==> src/rtl/rne_pkg.sv <==
`timescale 1ns / 1ps
// ---------------------------------------------------------------------------
// Roman numeral encoder package
// Letter codes, decimal digit bundle and queue defaults shared by the core.
// ---------------------------------------------------------------------------
package rne_pkg;

   localparam int unsigned LETTER_W = 3;
   localparam int unsigned VALUE_W  = 12;
   localparam int unsigned QUEUE_DEPTH_DEF = 4;

   localparam logic [LETTER_W-1:0] LET_I = 3'd0;
   localparam logic [LETTER_W-1:0] LET_V = 3'd1;
   localparam logic [LETTER_W-1:0] LET_X = 3'd2;
   localparam logic [LETTER_W-1:0] LET_L = 3'd3;
   localparam logic [LETTER_W-1:0] LET_C = 3'd4;
   localparam logic [LETTER_W-1:0] LET_D = 3'd5;
   localparam logic [LETTER_W-1:0] LET_M = 3'd6;

   typedef struct packed {
      logic [2:0] thou;
      logic [3:0] hund;
      logic [3:0] tens;
      logic [3:0] unit;
   } digits_type;

   typedef struct packed {
      logic valid;
      logic ready;
   } queue_stat_type;

   typedef struct packed {
      logic busy;
      logic finish;
   } back_stat_type;

endpackage

==> src/rtl/roman_numeral_encoder_core.sv <==
`timescale 1ns / 1ps
// ---------------------------------------------------------------------------
// Roman numeral encoder core
// The first letter of a number passes three digit-split stages, the queue
// and the sequencer before it appears on an idle core.
// Throughput: one letter per cycle while rsp_stall is low; a number has
// up to 15 letters, and a number with no letters gives no letter beat.
// Reset clears all valid flags, queue pointers and the sequencer at once.
// ---------------------------------------------------------------------------
module roman_numeral_encoder_core
   import rne_pkg::*;
#(
   parameter int unsigned QUEUE_DEPTH = QUEUE_DEPTH_DEF
)
(
   input  logic                clock,
   input  logic                reset,
   input  logic                req_valid,
   output logic                req_stall,
   input  logic [VALUE_W-1:0]  req_value,
   output logic                rsp_valid,
   input  logic                rsp_stall,
   output logic [LETTER_W-1:0] rsp_letter,
   output logic                rsp_last
);

   logic           dig_valid;
   digits_type     dig_data;
   digits_type     q_data;
   logic           q_push, q_pop;
   queue_stat_type q_stat;
   back_stat_type  b_stat;

   assign q_push = dig_valid && q_stat.ready;

   rne_front u_front (
      .clock     (clock),
      .reset     (reset),
      .req_valid (req_valid),
      .req_stall (req_stall),
      .req_value (req_value),
      .dig_valid (dig_valid),
      .dig_ready (q_stat.ready),
      .dig_data  (dig_data)
   );

   rne_queue #(
      .DEPTH (QUEUE_DEPTH)
   ) u_queue (
      .clock     (clock),
      .reset     (reset),
      .push      (q_push),
      .push_data (dig_data),
      .pop       (q_pop),
      .pop_data  (q_data),
      .stat      (q_stat)
   );

   rne_back u_back (
      .clock      (clock),
      .reset      (reset),
      .q_valid    (q_stat.valid),
      .q_data     (q_data),
      .q_pop      (q_pop),
      .stat       (b_stat),
      .rsp_valid  (rsp_valid),
      .rsp_stall  (rsp_stall),
      .rsp_letter (rsp_letter),
      .rsp_last   (rsp_last)
   );

   a_reset_quiet: assert property (@(posedge clock) $past(reset) |-> !rsp_valid)
      else $error("result valid right after reset");

   a_busy_mid_run: assert property (@(posedge clock) disable iff (reset)
      rsp_valid && !rsp_last |-> b_stat.busy)
      else $error("sequencer idle while a numeral is unfinished");

   a_queue_sane: assert property (@(posedge clock) disable iff (reset)
      q_stat.valid || q_stat.ready)
      else $error("queue reports full and empty at once");

   a_finish_busy: assert property (@(posedge clock) disable iff (reset)
      b_stat.finish |-> b_stat.busy && !(rsp_valid && !rsp_last && rsp_stall))
      else $error("numeral finished with letters still held");

endmodule

==> src/rtl/rne_front.sv <==
`timescale 1ns / 1ps
// ---------------------------------------------------------------------------
// Roman numeral encoder front end
// Three-stage pipeline that splits the binary value into decimal digits.
// ---------------------------------------------------------------------------
module rne_front
   import rne_pkg::*;
(
   input  logic               clock,
   input  logic               reset,
   input  logic               req_valid,
   output logic               req_stall,
   input  logic [VALUE_W-1:0] req_value,
   output logic               dig_valid,
   input  logic               dig_ready,
   output digits_type         dig_data
);

   function automatic logic [VALUE_W-1:0] thou_base(input logic [2:0] t);
      case (t)
         3'd0:    thou_base = 12'd0;
         3'd1:    thou_base = 12'd1000;
         3'd2:    thou_base = 12'd2000;
         3'd3:    thou_base = 12'd3000;
         3'd4:    thou_base = 12'd4000;
         default: thou_base = 12'd0;
      endcase
   endfunction

   function automatic logic [9:0] hund_base(input logic [3:0] h);
      case (h)
         4'd0:    hund_base = 10'd0;
         4'd1:    hund_base = 10'd100;
         4'd2:    hund_base = 10'd200;
         4'd3:    hund_base = 10'd300;
         4'd4:    hund_base = 10'd400;
         4'd5:    hund_base = 10'd500;
         4'd6:    hund_base = 10'd600;
         4'd7:    hund_base = 10'd700;
         4'd8:    hund_base = 10'd800;
         4'd9:    hund_base = 10'd900;
         default: hund_base = 10'd0;
      endcase
   endfunction

   function automatic logic [6:0] tens_base(input logic [3:0] t);
      case (t)
         4'd0:    tens_base = 7'd0;
         4'd1:    tens_base = 7'd10;
         4'd2:    tens_base = 7'd20;
         4'd3:    tens_base = 7'd30;
         4'd4:    tens_base = 7'd40;
         4'd5:    tens_base = 7'd50;
         4'd6:    tens_base = 7'd60;
         4'd7:    tens_base = 7'd70;
         4'd8:    tens_base = 7'd80;
         4'd9:    tens_base = 7'd90;
         default: tens_base = 7'd0;
      endcase
   endfunction

   logic       s1_valid_ff, s1_valid_in;
   logic [2:0] s1_thou_ff, s1_thou_in;
   logic [9:0] s1_rest_ff, s1_rest_in;
   logic       s2_valid_ff, s2_valid_in;
   logic [2:0] s2_thou_ff;
   logic [3:0] s2_hund_ff, s2_hund_in;
   logic [6:0] s2_rest_ff, s2_rest_in;
   logic       s3_valid_ff, s3_valid_in;
   digits_type s3_data_ff, s3_data_in;
   logic       s1_ready, s2_ready, s3_ready;
   logic [3:0] tens_q;

   assign s3_ready  = !s3_valid_ff || dig_ready;
   assign s2_ready  = !s2_valid_ff || s3_ready;
   assign s1_ready  = !s1_valid_ff || s2_ready;
   assign req_stall = !s1_ready;
   assign dig_valid = s3_valid_ff;
   assign dig_data  = s3_data_ff;

   always_comb begin
      if (req_value >= 12'd4000) begin
         s1_thou_in = 3'd4;
      end else if (req_value >= 12'd3000) begin
         s1_thou_in = 3'd3;
      end else if (req_value >= 12'd2000) begin
         s1_thou_in = 3'd2;
      end else if (req_value >= 12'd1000) begin
         s1_thou_in = 3'd1;
      end else begin
         s1_thou_in = 3'd0;
      end
      s1_rest_in = 10'(req_value - thou_base(s1_thou_in));
   end

   always_comb begin
      s2_hund_in = 4'd0;
      for (int k = 1; k <= 9; k++) begin
         s2_hund_in = s2_hund_in + 4'(s1_rest_ff >= 10'(k * 100));
      end
      s2_rest_in = 7'(s1_rest_ff - hund_base(s2_hund_in));
   end

   always_comb begin
      tens_q = 4'd0;
      for (int k = 1; k <= 9; k++) begin
         tens_q = tens_q + 4'(s2_rest_ff >= 7'(k * 10));
      end
      s3_data_in.thou = s2_thou_ff;
      s3_data_in.hund = s2_hund_ff;
      s3_data_in.tens = tens_q;
      s3_data_in.unit = 4'(s2_rest_ff - tens_base(tens_q));
   end

   assign s1_valid_in = s1_ready ? req_valid : s1_valid_ff;
   assign s2_valid_in = s2_ready ? s1_valid_ff : s2_valid_ff;
   assign s3_valid_in = s3_ready ? s2_valid_ff : s3_valid_ff;

   always_ff @(posedge clock) begin
      if (reset) begin
         s1_valid_ff <= 1'b0;
         s2_valid_ff <= 1'b0;
         s3_valid_ff <= 1'b0;
      end else begin
         s1_valid_ff <= s1_valid_in;
         s2_valid_ff <= s2_valid_in;
         s3_valid_ff <= s3_valid_in;
      end
   end

   always_ff @(posedge clock) begin
      if (s1_ready) begin
         s1_thou_ff <= s1_thou_in;
         s1_rest_ff <= s1_rest_in;
      end
      if (s2_ready) begin
         s2_thou_ff <= s1_thou_ff;
         s2_hund_ff <= s2_hund_in;
         s2_rest_ff <= s2_rest_in;
      end
      if (s3_ready) begin
         s3_data_ff <= s3_data_in;
      end
   end

endmodule

==> src/rtl/rne_queue.sv <==
`timescale 1ns / 1ps
// ---------------------------------------------------------------------------
// Roman numeral encoder digit queue
// Small register queue that decouples digit split from letter emission.
// ---------------------------------------------------------------------------
module rne_queue
   import rne_pkg::*;
#(
   parameter int unsigned DEPTH = QUEUE_DEPTH_DEF
)
(
   input  logic           clock,
   input  logic           reset,
   input  logic           push,
   input  digits_type     push_data,
   input  logic           pop,
   output digits_type     pop_data,
   output queue_stat_type stat
);

   localparam int unsigned PTR_W = (DEPTH > 1) ? $clog2(DEPTH) : 1;
   localparam int unsigned CNT_W = $clog2(DEPTH + 1);

   digits_type             entry_ff [DEPTH];
   logic [PTR_W-1:0]       wr_ptr_ff, wr_ptr_in;
   logic [PTR_W-1:0]       rd_ptr_ff, rd_ptr_in;
   logic [CNT_W-1:0]       count_ff, count_in;

   function automatic logic [PTR_W-1:0] bump(input logic [PTR_W-1:0] p);
      if (p == PTR_W'(DEPTH - 1)) begin
         bump = '0;
      end else begin
         bump = p + PTR_W'(1);
      end
   endfunction

   assign stat.valid = (count_ff != '0);
   assign stat.ready = (count_ff != CNT_W'(DEPTH));
   assign pop_data   = entry_ff[rd_ptr_ff];

   always_comb begin
      wr_ptr_in = push ? bump(wr_ptr_ff) : wr_ptr_ff;
      rd_ptr_in = pop ? bump(rd_ptr_ff) : rd_ptr_ff;
      count_in  = count_ff;
      if (push && !pop) begin
         count_in = count_ff + CNT_W'(1);
      end else if (pop && !push) begin
         count_in = count_ff - CNT_W'(1);
      end
   end

   always_ff @(posedge clock) begin
      if (reset) begin
         wr_ptr_ff <= '0;
         rd_ptr_ff <= '0;
         count_ff  <= '0;
      end else begin
         wr_ptr_ff <= wr_ptr_in;
         rd_ptr_ff <= rd_ptr_in;
         count_ff  <= count_in;
      end
   end

   always_ff @(posedge clock) begin
      if (push) begin
         entry_ff[wr_ptr_ff] <= push_data;
      end
   end

endmodule

==> src/rtl/rne_back.sv <==
`timescale 1ns / 1ps
// ---------------------------------------------------------------------------
// Roman numeral encoder back end
// Letter sequencer that walks the decades and emits one letter per beat.
// ---------------------------------------------------------------------------
module rne_back
   import rne_pkg::*;
(
   input  logic                clock,
   input  logic                reset,
   input  logic                q_valid,
   input  digits_type          q_data,
   output logic                q_pop,
   output back_stat_type       stat,
   output logic                rsp_valid,
   input  logic                rsp_stall,
   output logic [LETTER_W-1:0] rsp_letter,
   output logic                rsp_last
);

   function automatic logic [2:0] digit_len(input logic [3:0] g);
      case (g) inside
         [4'd0:4'd3]: digit_len = g[2:0];
         4'd4, 4'd9:  digit_len = 3'd2;
         [4'd5:4'd8]: digit_len = 3'(g - 4'd4);
         default:     digit_len = 3'd0;
      endcase
   endfunction

   function automatic logic [LETTER_W-1:0] pick(
      input logic [3:0]          g,
      input logic [1:0]          p,
      input logic [LETTER_W-1:0] one,
      input logic [LETTER_W-1:0] five,
      input logic [LETTER_W-1:0] ten
   );
      case (g) inside
         4'd9:        pick = (p == 2'd0) ? one : ten;
         4'd4:        pick = (p == 2'd0) ? one : five;
         [4'd5:4'd8]: pick = (p == 2'd0) ? five : one;
         default:     pick = one;
      endcase
   endfunction

   logic                busy_ff, busy_in;
   digits_type          cur_ff, cur_in;
   logic [1:0]          ptr_ff, ptr_in;
   logic [1:0]          pos_ff, pos_in;
   logic                rsp_valid_ff, rsp_valid_in;
   logic [LETTER_W-1:0] rsp_letter_ff, rsp_letter_in;
   logic                rsp_last_ff, rsp_last_in;

   logic [2:0]          len [4];
   logic [3:0]          has;
   logic [1:0]          sel;
   logic                any, more_after, digit_end, is_last;
   logic                out_free, emit, finish;
   logic [LETTER_W-1:0] letter;

   always_comb begin
      len[0] = cur_ff.thou;
      len[1] = digit_len(cur_ff.hund);
      len[2] = digit_len(cur_ff.tens);
      len[3] = digit_len(cur_ff.unit);
      for (int d = 0; d < 4; d++) begin
         has[d] = busy_ff && (2'(d) >= ptr_ff) && (len[d] != 3'd0);
      end
      sel = 2'd0;
      for (int d = 3; d >= 0; d--) begin
         if (has[d]) begin
            sel = 2'(d);
         end
      end
      any        = |has;
      more_after = 1'b0;
      for (int d = 0; d < 4; d++) begin
         if ((2'(d) > sel) && has[d]) begin
            more_after = 1'b1;
         end
      end
      digit_end = ({1'b0, pos_ff} + 3'd1) == len[sel];
      is_last   = digit_end && !more_after;
      case (sel)
         2'd0:    letter = LET_M;
         2'd1:    letter = pick(cur_ff.hund, pos_ff, LET_C, LET_D, LET_M);
         2'd2:    letter = pick(cur_ff.tens, pos_ff, LET_X, LET_L, LET_C);
         2'd3:    letter = pick(cur_ff.unit, pos_ff, LET_I, LET_V, LET_X);
         default: letter = LET_M;
      endcase
   end

   assign out_free = !rsp_valid_ff || !rsp_stall;
   assign emit     = out_free && any;
   assign finish   = busy_ff && (!any || (emit && is_last));
   assign q_pop    = q_valid && (!busy_ff || finish);

   always_comb begin
      busy_in       = busy_ff;
      cur_in        = cur_ff;
      ptr_in        = ptr_ff;
      pos_in        = pos_ff;
      rsp_valid_in  = rsp_valid_ff;
      rsp_letter_in = rsp_letter_ff;
      rsp_last_in   = rsp_last_ff;
      if (emit) begin
         rsp_valid_in  = 1'b1;
         rsp_letter_in = letter;
         rsp_last_in   = is_last;
         if (digit_end) begin
            ptr_in = 2'(sel + 2'd1);
            pos_in = 2'd0;
         end else begin
            pos_in = pos_ff + 2'd1;
         end
      end else if (out_free) begin
         rsp_valid_in = 1'b0;
      end
      if (finish) begin
         busy_in = 1'b0;
      end
      if (q_pop) begin
         busy_in = 1'b1;
         cur_in  = q_data;
         ptr_in  = 2'd0;
         pos_in  = 2'd0;
      end
   end

   always_ff @(posedge clock) begin
      if (reset) begin
         busy_ff      <= 1'b0;
         ptr_ff       <= 2'd0;
         pos_ff       <= 2'd0;
         rsp_valid_ff <= 1'b0;
      end else begin
         busy_ff      <= busy_in;
         ptr_ff       <= ptr_in;
         pos_ff       <= pos_in;
         rsp_valid_ff <= rsp_valid_in;
      end
   end

   always_ff @(posedge clock) begin
      cur_ff        <= cur_in;
      rsp_letter_ff <= rsp_letter_in;
      rsp_last_ff   <= rsp_last_in;
   end

   assign stat.busy   = busy_ff;
   assign stat.finish = finish;
   assign rsp_valid   = rsp_valid_ff;
   assign rsp_letter  = rsp_letter_ff;
   assign rsp_last    = rsp_last_ff;

endmodule

==> config.mk <==
export PLATFORM = sky130hd
export DESIGN_NAME = roman_numeral_encoder_core
export DESIGN_NICKNAME = d
export VERILOG_FILES = /design/src/rtl/rne_pkg.sv /design/src/rtl/roman_numeral_encoder_core.sv /design/src/rtl/rne_front.sv /design/src/rtl/rne_queue.sv /design/src/rtl/rne_back.sv
export SDC_FILE = /design/constraint.sdc
export NUM_CORES = 1
export LEC_CHECK = 0
export ABC_AREA = 1
export BUFFER_PORTS_ARGS = -buffer_cell sky130_fd_sc_hd__buf_2
export CAP_MARGIN = 25
export CORE_MARGIN = 1
export CORE_UTILIZATION = 25
export CTS_CLUSTER_DIAMETER = 150
export DETAILED_ROUTE_END_ITERATION = 10
export GPL_TIMING_DRIVEN = 0
export HOLD_SLACK_MARGIN = 0.06
export PLACE_DENSITY = 0.47
export SETUP_SLACK_MARGIN = 0.15
export SLEW_MARGIN = 0
export SYNTH_ARGS = -nofsm -noshare
export SYNTH_HDL_FRONTEND = slang
export SYNTH_SLANG_ARGS = --single-unit
==> constraint.sdc <==
create_clock -name clock -period 4.84 [get_ports clock]
set_input_delay 1.21 -clock clock [delete_from_list [all_inputs] [get_ports clock]]
set_output_delay 1.21 -clock clock [all_outputs]
set_load 0.1 [all_outputs]
==> impl_summary.md, run 1 <==
Run status
The flow ran to the end, and the final reports show no timing, DRC or antenna violations.

Clock tree
In this run the number of H-tree levels came out at 4. In this run the clock root is driven by a sky130_fd_sc_hd__clkbuf_16. Clock-pin slew was measured on the worst setup and hold paths at 0.07 ns. The number of CTS-inserted buffers is 17. Hold repair after CTS inserted 0 buffers. The total clock sinks is around 140. Counting along the longest clock path gives a buffer depth of 2. For the worst-skew pair, the clock arrives at the later sink with an insertion delay of between 0.4 and 0.5 ns. TritonCTS built the clock tree.

STA
Between clock sinks in the finished design, the worst skew comes to 0.0112 ns. Setup violations remaining at the end of the flow were counted as 0. The final count of pins violating max slew is 0. The final count of hold timing violations came to 0. Of the available clock period, the critical path in the final layout requires 0.987. Setup repair after global routing could not meet its margin everywhere.

The minimum setup slack in the final design is ~0.065 ns. The headroom to the max-slew limit is 0.443. On the final layout, the worst hold slack is 0.418 ns. The minimum clock period is 4.78 ns.

The slew at the pin with the worst max-slew slack is approximately 0.83 ns. Based on the critical path, the design can be clocked at up to 0.209 GHz.

Synthesis
Counting flops with a built-in enable in the synthesized netlist gives between 100 and 150. The cell taking the most area after synthesis is sky130_fd_sc_hd__edfxtp_1. The share of synthesized flip-flops with an asynchronous set or reset is 0.

The summed instance area of the synthesized netlist is 6960 um^2. The count of warnings emitted by yosys is 0. The count of distinct cell types in the synthesized netlist is 42. The share of synthesized area in the top cell type comes to 0.522. Among all flip-flop cells after synthesis, the most frequent one is sky130_fd_sc_hd__edfxtp_1.

The fraction of the yosys area taken by sequential cells is 0.568. The number of standard cells after synthesis is between 600 and 700. The flip-flop and latch count after synthesis is between 100 and 150. The post-synthesis average cell area is 10.5 um^2. After synthesis, the cell types taking the most area are sky130_fd_sc_hd__edfxtp_1, sky130_fd_sc_hd__ha_1, sky130_fd_sc_hd__inv_1.

The synthesized net count is 729.

Layout
Counting the fill cells in the layout gives approximately 2700. The area occupied by multi-input gates is 2650 um^2. The sequential cell area in the final layout is between 3000 and 4000 um^2.

Of the cells placed in the final design, the portion with a size suffix greater than 1 is 0.175. For this run, the share of the core covered by cells in the final layout is 0.310. The area growth from synthesis to layout is 20.8%.

In the final design database the tool counted 795 nets. Leaving out fill and tap cells, the most frequent cells in the layout are sky130_fd_sc_hd__edfxtp_1, sky130_fd_sc_hd__inv_1, sky130_fd_sc_hd__nand2_1. After routing the design area is 8400 um^2.

The commonest non-fill, non-tap cell in the layout is sky130_fd_sc_hd__edfxtp_1. 0 antenna diodes ended up in the layout.

Setup path
The signal on the critical path passes through o41ai_4 -> fa_1 -> fa_1 -> inv_1 -> fa_1 -> inv_1 -> ha_2 -> fa_1 -> inv_2 -> ha_4 -> inv_2 -> o21ai_2 -> o21ai_2 -> inv_2 -> ha_4 -> fa_2 -> o21ai_2 -> xor2_1 -> xor2_1. The kind of capture point of the worst setup path is a flop. The stage delay of the slowest cell on the critical path is 0.52 ns. The most frequent cell on the critical path is sky130_fd_sc_hd__fa_1. The endpoint arrival time on the critical path is 4.95 ns. The slowest stage of the critical path is the sky130_fd_sc_hd__fa_1 cell. The endpoint required time on the critical path is 5.01 ns. The worst setup path is of the reg2reg kind. The critical path startpoint category is a flop. The maximum fanout count along the critical path is 7.

Detailed routing
After detailed routing, the number of remaining DRC violations is 0. Detailed routing inserted a total of 4660 vias. The pre-antenna-repair detailed-routing pass consisted of 6 iterations. The wire length per cell after detailed routing is 12.1 um.

The count of nets left with antenna violations once routing finished came out at 0. The ratio of routed vias to standard cells is 4.18. Summed over all layers, the routed wires come to 13.5 mm.

The initial detailed-routing violation count is around 300.

Placement
Prior to clock tree synthesis, the placed netlist has a worst setup slack of -0.245 ns. The detailed placer's ending HPWL is 9.65 mm. The total placed instance area is 7600 um^2. The count of buffers inserted at the top-level ports is 21. Routability-driven placement finished with a final weighted congestion of 0.823.

GRT
For this run the aggregate overflow at the end of global routing stands at 0. Entering global routing, the biggest net connects 18 pins. The first global-routing pass estimated 22.5 mm of wire.

In the global route stage, overall resource usage came out at 0.102. The via count of the first global-routing pass was 4601. The initial antenna violation count is 0.

Hold path
The path category of the worst min-delay check is reg2reg.

Floorplan
The initialized floorplan defines 60 standard-cell rows. The floorplan die height is roughly 170 um. The floorplan step defined a die boundary enclosing 28500 um^2. For this configuration, the core starts out at a cell density of 0.257. During I/O placement, the number of pins put on the boundary was 22. In this run the standard cell core region covers 27100 um^2. The die is 169 um wide.

Job
The tool flagged a number of max-cap violations equal to 0.
[path summary, 6_finish.rpt]
| kind | cells after the start | startpoint | slack [ns] | endpoint |
|---|---|---|---|---|
| setup / recovery | 19 | u_front.s1_rest_ff[8] | 0.06 | u_front.s2_rest_ff[6] |
| setup reg to reg | 19 | u_front.s1_rest_ff[8] | 0.06 | u_front.s2_rest_ff[6] |
| hold / removal | 0 | u_front.s1_thou_ff[2] | 0.42 | u_front.s2_thou_ff[2] |
| hold reg to reg | 0 | u_front.s1_thou_ff[2] | 0.42 | u_front.s2_thou_ff[2] |
[flip-flops by register name (all words and copies together), names as in the netlist, 2 cells and up]
name	count
u_front.s1_rest_ff	10
u_queue.rd_ptr_ff	2
u_back.ptr_ff	2
u_front.s2_hund_ff	4
u_front.s2_thou_ff	3
u_front.s1_thou_ff	3
u_front.s2_rest_ff	7
u_queue.count_ff	3
u_queue.entry_ff	60
u_back.cur_ff	15
u_back.pos_ff	2
u_queue.wr_ptr_ff	2
u_front.dig_data	15
u_back.rsp_letter	3
[synthesized netlist by cell type (all sizes together), types with 3 or more instances]
master,number
a21oi,28
fa,14
edfxtp,121
nor3,3
clkbuf,8
xnor2,5
inv,109
o31ai,4
ha,36
nand3,30
nand2,83
nand4,5
a31oi,6
nor2,88
o22ai,18
xor2,10
o21ai,61
dfxtp,16
[routing by layer]
layer / track usage / vias up / wire (um)
met5: 0 / - / 0
met4: 0.0375 / 0 / 204
met3: 0.0267 / 17 / 439
met2: 0.186 / 77 / 6990
met1: 0.115 / 2172 / 5880
li1: - / 2394 / -
[repair_timing]
action                     CTS  global route
pin swaps                    5             4
setup endpoints to repair    4             5
hold endpoints to repair     0             0
gates resized for setup      7            17
setup buffers                7            15
[worst max-delay path, delay by kind of cell (launching register included)]
kind	cells	cell delay, ns
buffers and inverters	5	0.26
AOI/OAI and AO/OA	4	0.67
xor gates and xnor gates	2	0.28
adders and majority gates	8	2.83
DFF	1	0.51
[cell type report]
type                       instances  share of cell area
buffer                            10             0.00536
clock buffer                      18              0.0511
clock inverter                    14              0.0134
inverter                         109              0.0487
multi-input combinational        407               0.316
sequential                       137               0.471
tap                              372              0.0554
timing repair buffer              47              0.0398
[per-stage QoR]
step | cells | TNS [ns]
final | 1114 | 0
after floorplan | 663 | 0
after CTS | 1098 | 0
after global placement | 1056 | -0.204
after global routing | 1114 | -0.303
after detailed placement | 1059 | -0.245
[cell families after synthesis]
family,synth area share
AND/OR/NAND/NOR,0.136
flip-flops,0.568
AO/OA/AOI/OAI,0.106
buffers and inverters,0.0653
adder cells (fa/ha/maj),0.105
XOR/XNOR,0.0189
Power of run 1 is left out: the tool's default activity adds up to more than one toggle a clock period on the data nets, which glitch-free logic cannot reach.
==> run 2, diff against run 1 <==
--- a/config.mk
+++ b/config.mk
@@ -15,7 +15,7 @@
 export GPL_TIMING_DRIVEN = 0
 export HOLD_SLACK_MARGIN = 0.06
 export PLACE_DENSITY = 0.47
-export SETUP_SLACK_MARGIN = 0.15
+export SETUP_SLACK_MARGIN = 0.5
 export SLEW_MARGIN = 0
 export SYNTH_ARGS = -nofsm -noshare
 export SYNTH_HDL_FRONTEND = slang
==> impl_summary.md, run 2 (synthesized netlist as in run 1, its figures left out) <==
GRT
The via count of the first global-routing pass is 4491 (-2.4%). The initial antenna violation count came to 0 (unchanged). The global router's overall resource usage is 0.102 (-0.000467).

The maximum number of pins on one net before global-route repair is 19 (+1). The first-pass GRT wire length came to 22.3 mm (-0.77%). The residual overflow from global routing was 0 (unchanged).

STA
The minimum setup slack in the final design is -0.0248 ns (-0.0894 ns). The final count of pins violating max slew is 0 (unchanged). The share of the cycle needed by the critical path after routing is 1.01 (+0.0185). The count of final setup violators is 1 (+1). The final count of hold timing violations is 0 (unchanged). The slew at the pin with the worst max-slew slack is 0.902 ns (+0.0681 ns). The maximum clock frequency came to 0.206 GHz (-1.8%). The minimum clock period came to 4.86 ns (+0.0894 ns). The post-route setup TNS is -0.0248 ns (-0.0248 ns). The headroom to the max-slew limit is 0.398 (-0.0454). Setup repair after global routing could not meet its margin everywhere. The final worst clock skew is 0.0121 ns (+0.000874 ns).

Floorplan
The area enclosed by the die boundary is 28500 um^2 (unchanged). The number of placement rows is 60 (unchanged). The initial cell density of the core is 0.257 (unchanged). The number of top-level pins is 22 (unchanged).

The die outline width is 169 um (unchanged). The area of the core is 27100 um^2 (unchanged). The floorplan die height is 169 um (unchanged).

Setup path
The buffer and inverter count on the worst path is 6 (+1). The critical path start-end classification is reg2reg. The endpoint arrival time on the critical path is 5.12 ns (+0.17 ns).

Grouping stages by cell kind, the critical path spends the most delay in adder cells. The slack of the worst reg-to-reg path is -0.02 ns (-0.09 ns). The endpoint required time on the critical path is 5.10 ns (+0.09 ns). The worst setup path is captured at a flop. The stage delay of the slowest cell on the critical path is 0.52 ns (about the same). The largest individual stage delay along the critical path comes from the cell sky130_fd_sc_hd__fa_1.

The maximum fanout count along the critical path is 4 (-3). The critical path startpoint category is a flop. The critical path goes through nand2_1 -> inv_1 -> o21ai_1 -> a31oi_1 -> fa_1 -> fa_1 -> inv_1 -> fa_1 -> inv_1 -> ha_2 -> fa_1 -> inv_2 -> ha_4 -> inv_2 -> o21ai_2 -> o21ai_1 -> inv_1 -> ha_4 -> fa_2 -> o21ai_2 -> xor2_1 -> xor2_1.

Run status
The run finished, with violations left. The checks that failed: negative setup slack.

Placement
The worst setup timing slack at the placement stage is -0.200 ns (+0.0454 ns). The count of buffers inserted at the top-level ports is 21 (unchanged). The detailed placer's ending HPWL is 9.79 mm (+1.4%). The global placement routability congestion is 0.773 (-6.1%).

Detailed routing
The initial detailed-routing violation count is 273 (-11%). The total wire length after detailed routing was 13.8 mm (+2.0%). The met3 wire length came to 347 um (-21%). The ratio of routed vias to standard cells is 4.17 (-0.21%). The wire length per cell after detailed routing is 12.3 um (+1.6%). In this run the top signal layer used is met4. The DRC violation count after routing was 0 (unchanged). The residual antenna-violating net count after detailed routing came to 0 (unchanged).

The total via count after detailed routing came to 4667 (+0.15%). The detailed-router iteration count before antenna repair is 7 (+1). The post-route met1 wirelength was 6.22 mm (+5.8%).

The met2 routed wirelength was 7.05 mm (+0.84%).

Layout
The register bank with the most flops is u_queue.entry_ff. The share of final-layout standard cells stronger than drive strength 1 is 0.194 (+0.0192). From synthesis to final layout, the design area changed by 23.2%.

The number of flip-flops in the largest register was 60 (unchanged). The number of antenna repair diodes is 0 (unchanged). Leaving out fill and tap cells, the most frequent cells in the layout are sky130_fd_sc_hd__edfxtp_1, sky130_fd_sc_hd__inv_1, sky130_fd_sc_hd__nor2_1. The commonest non-fill, non-tap cell in the layout is sky130_fd_sc_hd__edfxtp_1. The final layout net count is 799 (+0.50%).

Clock tree
The deepest level of the CTS H-tree is 4 (unchanged). The buffer cell driving the clock tree root is sky130_fd_sc_hd__clkbuf_16. The number of hold buffers added after cts is 0 (unchanged).

The clock-pin slew on the worst setup and hold paths was 0.07 ns (about the same). The TritonCTS clock tree is built. The maximum root-to-sink buffer count is 2 (unchanged). The clock network latency to the later pin of the worst-skew pair came to 0.43 ns (about the same). The total clock sinks came to 137 (unchanged).

The number of CTS-inserted buffers is 17 (unchanged).

Job
The reported max-cap violation count is 0 (unchanged).

Hold path
The min-delay analysis places its worst path in the category reg2reg.
run 2: cell types whose count changed in the layout (fill, tap and decap cells not counted), moves of 3 or more:
cell	delta
sky130_fd_sc_hd__clkinv_8	+7
sky130_fd_sc_hd__inv_6	-6
sky130_fd_sc_hd__inv_8	+5
sky130_fd_sc_hd__buf_6	+4
sky130_fd_sc_hd__clkinvlp_4	-4
sky130_fd_sc_hd__buf_4	+3
sky130_fd_sc_hd__buf_8	-3
sky130_fd_sc_hd__o21ai_2	-3
run 2: layout make-up:
type / instances / area (um^2)
fill: 2765 / 18500
sequential: 137 / 3950
multi-input combinational: 407 / 2720
tap: 372 / 465
clock buffer: 17 / 425
inverter: 109 / 412
timing repair buffer: 51 / 357
clock inverter: 15 / 196
buffer: 10 / 45.0
run 2: per-layer routing:
metal / vias to the layer above / GRT usage
li1: 2405 / -
met2: 64 / 0.177
met5: - / 0
met4: 0 / 0.0379
met1: 2188 / 0.120
met3: 10 / 0.0267
run 2: worst paths after layout:
path / from / to / cells past startpoint
max: u_front.s1_rest_ff[3] / u_front.s2_rest_ff[6] / 22
max reg2reg: u_front.s1_rest_ff[3] / u_front.s2_rest_ff[6] / 22
min reg2reg: u_front.s2_thou_ff[1] / u_front.dig_data[13] / 0
min: u_front.s2_thou_ff[1] / u_front.dig_data[13] / 0
run 2: repair_timing:
action / CTS / global route
pin swaps: 15 / 9
hold endpoints to repair: 0 / 0
setup endpoints to repair: 8 / 7
buffers inserted: 18 / 9
gates resized for setup: 19 / 16
run 2: metrics by stage:
stage                     hold WS, ns  area (um^2)   util  std cells
after CTS                       0.423         8430  0.311       1109
after global placement          0.402         7570  0.279       1056
after floorplan                 0.400         7000      -        663
after global routing            0.429         8570  0.316       1118
after detailed placement        0.405         7610  0.281       1059
final                           0.419         8570  0.316       1118
Power of run 2 is left out for the same reason.
==> run 3, diff against run 2 <==
--- a/config.mk
+++ b/config.mk
@@ -14,8 +14,10 @@
 export DETAILED_ROUTE_END_ITERATION = 10
 export GPL_TIMING_DRIVEN = 0
 export HOLD_SLACK_MARGIN = 0.06
+export MAX_ROUTING_LAYER = met4
 export PLACE_DENSITY = 0.47
 export SETUP_SLACK_MARGIN = 0.5
+export SKIP_CTS_REPAIR_TIMING = 1
 export SLEW_MARGIN = 0
 export SYNTH_ARGS = -nofsm -noshare
 export SYNTH_HDL_FRONTEND = slang
==> impl_summary.md, run 3 (synthesized netlist as in run 1, its figures left out) <==
Setup path
The slack of the worst reg-to-reg path came to -0.02 ns (about the same). The startpoint of the most critical setup path is u_front.s1_rest_ff[3]. The count of cells along the worst register-to-register path is 22 (unchanged). The kind of capture point of the worst setup path is a flop. The endpoint required time on the critical path is 5.01 ns (-0.09 ns). The endpoint arrival time on the critical path came to 5.03 ns (-0.09 ns).

The worst register-to-register path ends at u_front.s2_rest_ff[6]. The critical path startpoint category is a flop. The startpoint identified for the worst register-to-register timing path is u_front.s1_rest_ff[3]. The maximum fanout count along the critical path was 6 (+2). The critical path start-end classification is reg2reg.

Layout
The number of filler cells placed in the layout is 2774 (+0.33%). The final layout net count came to 795 (-0.50%). Leaving out fill and tap cells, the most frequent cell in the layout is sky130_fd_sc_hd__edfxtp_1. The area occupied by multi-input gates is 2720 um^2 (+0.23%).

Leaving out fill and tap cells, the most frequent cells in the layout are sky130_fd_sc_hd__edfxtp_1, sky130_fd_sc_hd__inv_1, sky130_fd_sc_hd__nor2_1. The share of the core filled with cells is 0.315 (-0.00111). Compared with the post-synthesis result, the final layout area differs by 22.8%. The sequential cell area in the final layout was 3950 um^2 (unchanged). The share of final-layout standard cells stronger than drive strength 1 is 0.195 (+0.00105). The final instance area is 8540 um^2 (-0.35%). The number of antenna repair diodes came to 0 (unchanged). Ranked by flip-flop count, first place goes to u_queue.entry_ff.

The number of flip-flops in the largest register is 60 (unchanged).

STA
The final worst clock skew came to 0.00906 ns (-0.00304 ns). The maximum clock frequency came to 0.206 GHz (+0.13%). The minimum setup slack in the final design is -0.0186 ns (+0.00617 ns).

The slew at the pin with the worst max-slew slack was 0.878 ns (-0.0244 ns). The final count of pins violating max slew came to 0 (unchanged). Setup repair after global routing could not meet its margin everywhere. The share of the cycle needed by the critical path after routing is 1.00 (-0.00128). The count of final setup violators came to 1 (unchanged). The minimum clock period was 4.86 ns (-0.00617 ns). The final count of hold timing violations is 0 (unchanged).

The headroom to the max-slew limit is 0.414 (+0.0163).

Placement
The detailed placer's ending HPWL is 9.79 mm (unchanged). The global placement routability congestion is 0.783 (+1.4%). The total placed instance area is 7610 um^2 (unchanged). The count of buffers inserted at the top-level ports is 21 (unchanged).

Detailed routing
The total via count after detailed routing is 4620 (-1.0%). The residual antenna-violating net count after detailed routing is 0 (unchanged). The initial detailed-routing violation count is 273 (unchanged). The DRC violation count after routing is 0 (unchanged). The ratio of routed vias to standard cells was 4.15 (-0.65%). The wire length per cell after detailed routing is 12.2 um (-0.99%).

The total wire length after detailed routing is 13.6 mm (-1.3%). The detailed-router iteration count before antenna repair is 7 (unchanged).

GRT
The initial antenna violation count came to 0 (unchanged). The via count of the first global-routing pass is 4393 (-2.2%). The first-pass GRT wire length was 22.0 mm (-1.5%). The residual overflow from global routing is 0 (unchanged).

The global router's overall resource usage is 0.103 (+0.00159). The maximum number of pins on one net before global-route repair is 19 (unchanged).

Floorplan
The number of top-level pins is 22 (unchanged). The area of the core was 27100 um^2 (unchanged). The die outline width came to 169 um (unchanged).

The area enclosed by the die boundary is 28500 um^2 (unchanged). The initial cell density of the core was 0.257 (unchanged). The number of placement rows was 60 (unchanged). The floorplan die height was 169 um (unchanged).

Hold path
The cell depth of the worst hold path was 0 (unchanged). The hold-critical path endpoint is u_front.s2_rest_ff[1]. The worst hold path belongs to the class reg2reg. The start point of the worst hold path is u_front.s1_rest_ff[1].

Clock tree
The TritonCTS clock tree is built. The number of CTS-inserted buffers was 17 (unchanged). The maximum root-to-sink buffer count came to 2 (unchanged). Clock tree synthesis selected as its root buffer the cell sky130_fd_sc_hd__clkbuf_16. The total clock sinks was 137 (unchanged). The clock network latency to the later pin of the worst-skew pair is 0.43 ns (about the same). The clock-pin slew on the worst setup and hold paths is 0.07 ns (about the same). The deepest level of the CTS H-tree is 4 (unchanged).

Job
The reported max-cap violation count came to 0 (unchanged).

Run status
The flow ran to the end, but the final reports show violations. The final reports fail on negative setup slack.
==> run 3: cell count changes in the layout (fill, tap and decap cells not counted), moves of 3 or more <==
cell                    before  now
sky130_fd_sc_hd__ha_1       31   28
sky130_fd_sc_hd__inv_2       9   12
sky130_fd_sc_hd__ha_4        2    5
sky130_fd_sc_hd__buf_6       6    3
==> run 3: critical path, cell delays in order (launching register included) <==
cell	delay, ns
sky130_fd_sc_hd__edfxtp_1	0.47
sky130_fd_sc_hd__nand2_1	0.12
sky130_fd_sc_hd__inv_1	0.04
sky130_fd_sc_hd__o21ai_1	0.15
sky130_fd_sc_hd__a31oi_1	0.13
sky130_fd_sc_hd__fa_1	0.51
sky130_fd_sc_hd__fa_1	0.49
sky130_fd_sc_hd__inv_1	0.05
sky130_fd_sc_hd__fa_1	0.47
sky130_fd_sc_hd__inv_1	0.04
sky130_fd_sc_hd__ha_2	0.18
sky130_fd_sc_hd__fa_1	0.47
sky130_fd_sc_hd__inv_2	0.11
sky130_fd_sc_hd__buf_4	0.12
sky130_fd_sc_hd__ha_4	0.11
sky130_fd_sc_hd__inv_1	0.04
sky130_fd_sc_hd__o21ai_2	0.10
sky130_fd_sc_hd__o21ai_1	0.08
sky130_fd_sc_hd__ha_1	0.35
sky130_fd_sc_hd__a21oi_2	0.16
sky130_fd_sc_hd__o21ai_2	0.07
sky130_fd_sc_hd__xor2_1	0.16
sky130_fd_sc_hd__xor2_1	0.18
==> run 3: routing by layer <==
layer  track usage  vias up  part of all wire
met4        0.0403        0            0.0089
li1              -     2391                 -
met1         0.119     2162              0.45
met5             -        -                 0
met2         0.173       60              0.51
met3        0.0253        7             0.026
==> run 3: final cells by class <==
| cell class | instances | area share |
|---|---|---|
| clock inverters | 15 | 0.0230 |
| multi-input cells | 407 | 0.319 |
| well taps | 372 | 0.0545 |
| clock buffers | 17 | 0.0498 |
| flip-flops and latches | 137 | 0.463 |
| inverters | 109 | 0.0479 |
| repair buffers | 47 | 0.0378 |
| plain buffers | 10 | 0.00527 |
==> run 3: worst max path at each step <==
| stage | end | slack [ns] | cells after the start |
|---|---|---|---|
| floorplan | u_front.s2_rest_ff[6] | 0.19 | 19 |
| global placement | u_front.s2_rest_ff[6] | -0.21 | 22 |
| detailed placement | u_front.s2_rest_ff[6] | -0.20 | 22 |
| CTS | u_front.s2_rest_ff[6] | -0.25 | 22 |
| global route | u_front.s2_rest_ff[6] | -0.27 | 22 |
| finish | u_front.s2_rest_ff[6] | -0.02 | 22 |
==> run 3: metrics by stage <==
stage	std cells	setup TNS [ns]	setup slack (ns)	hold WS, ns
floorplan	663	0	0.186	0.400
global placement	1056	-0.211	-0.211	0.402
detailed placement	1059	-0.200	-0.200	0.405
CTS	1091	-0.247	-0.247	0.423
global route	1114	-0.332	-0.271	0.429
finish	1114	-0.0186	-0.0186	0.420
Power of run 3 is left out for the same reason.
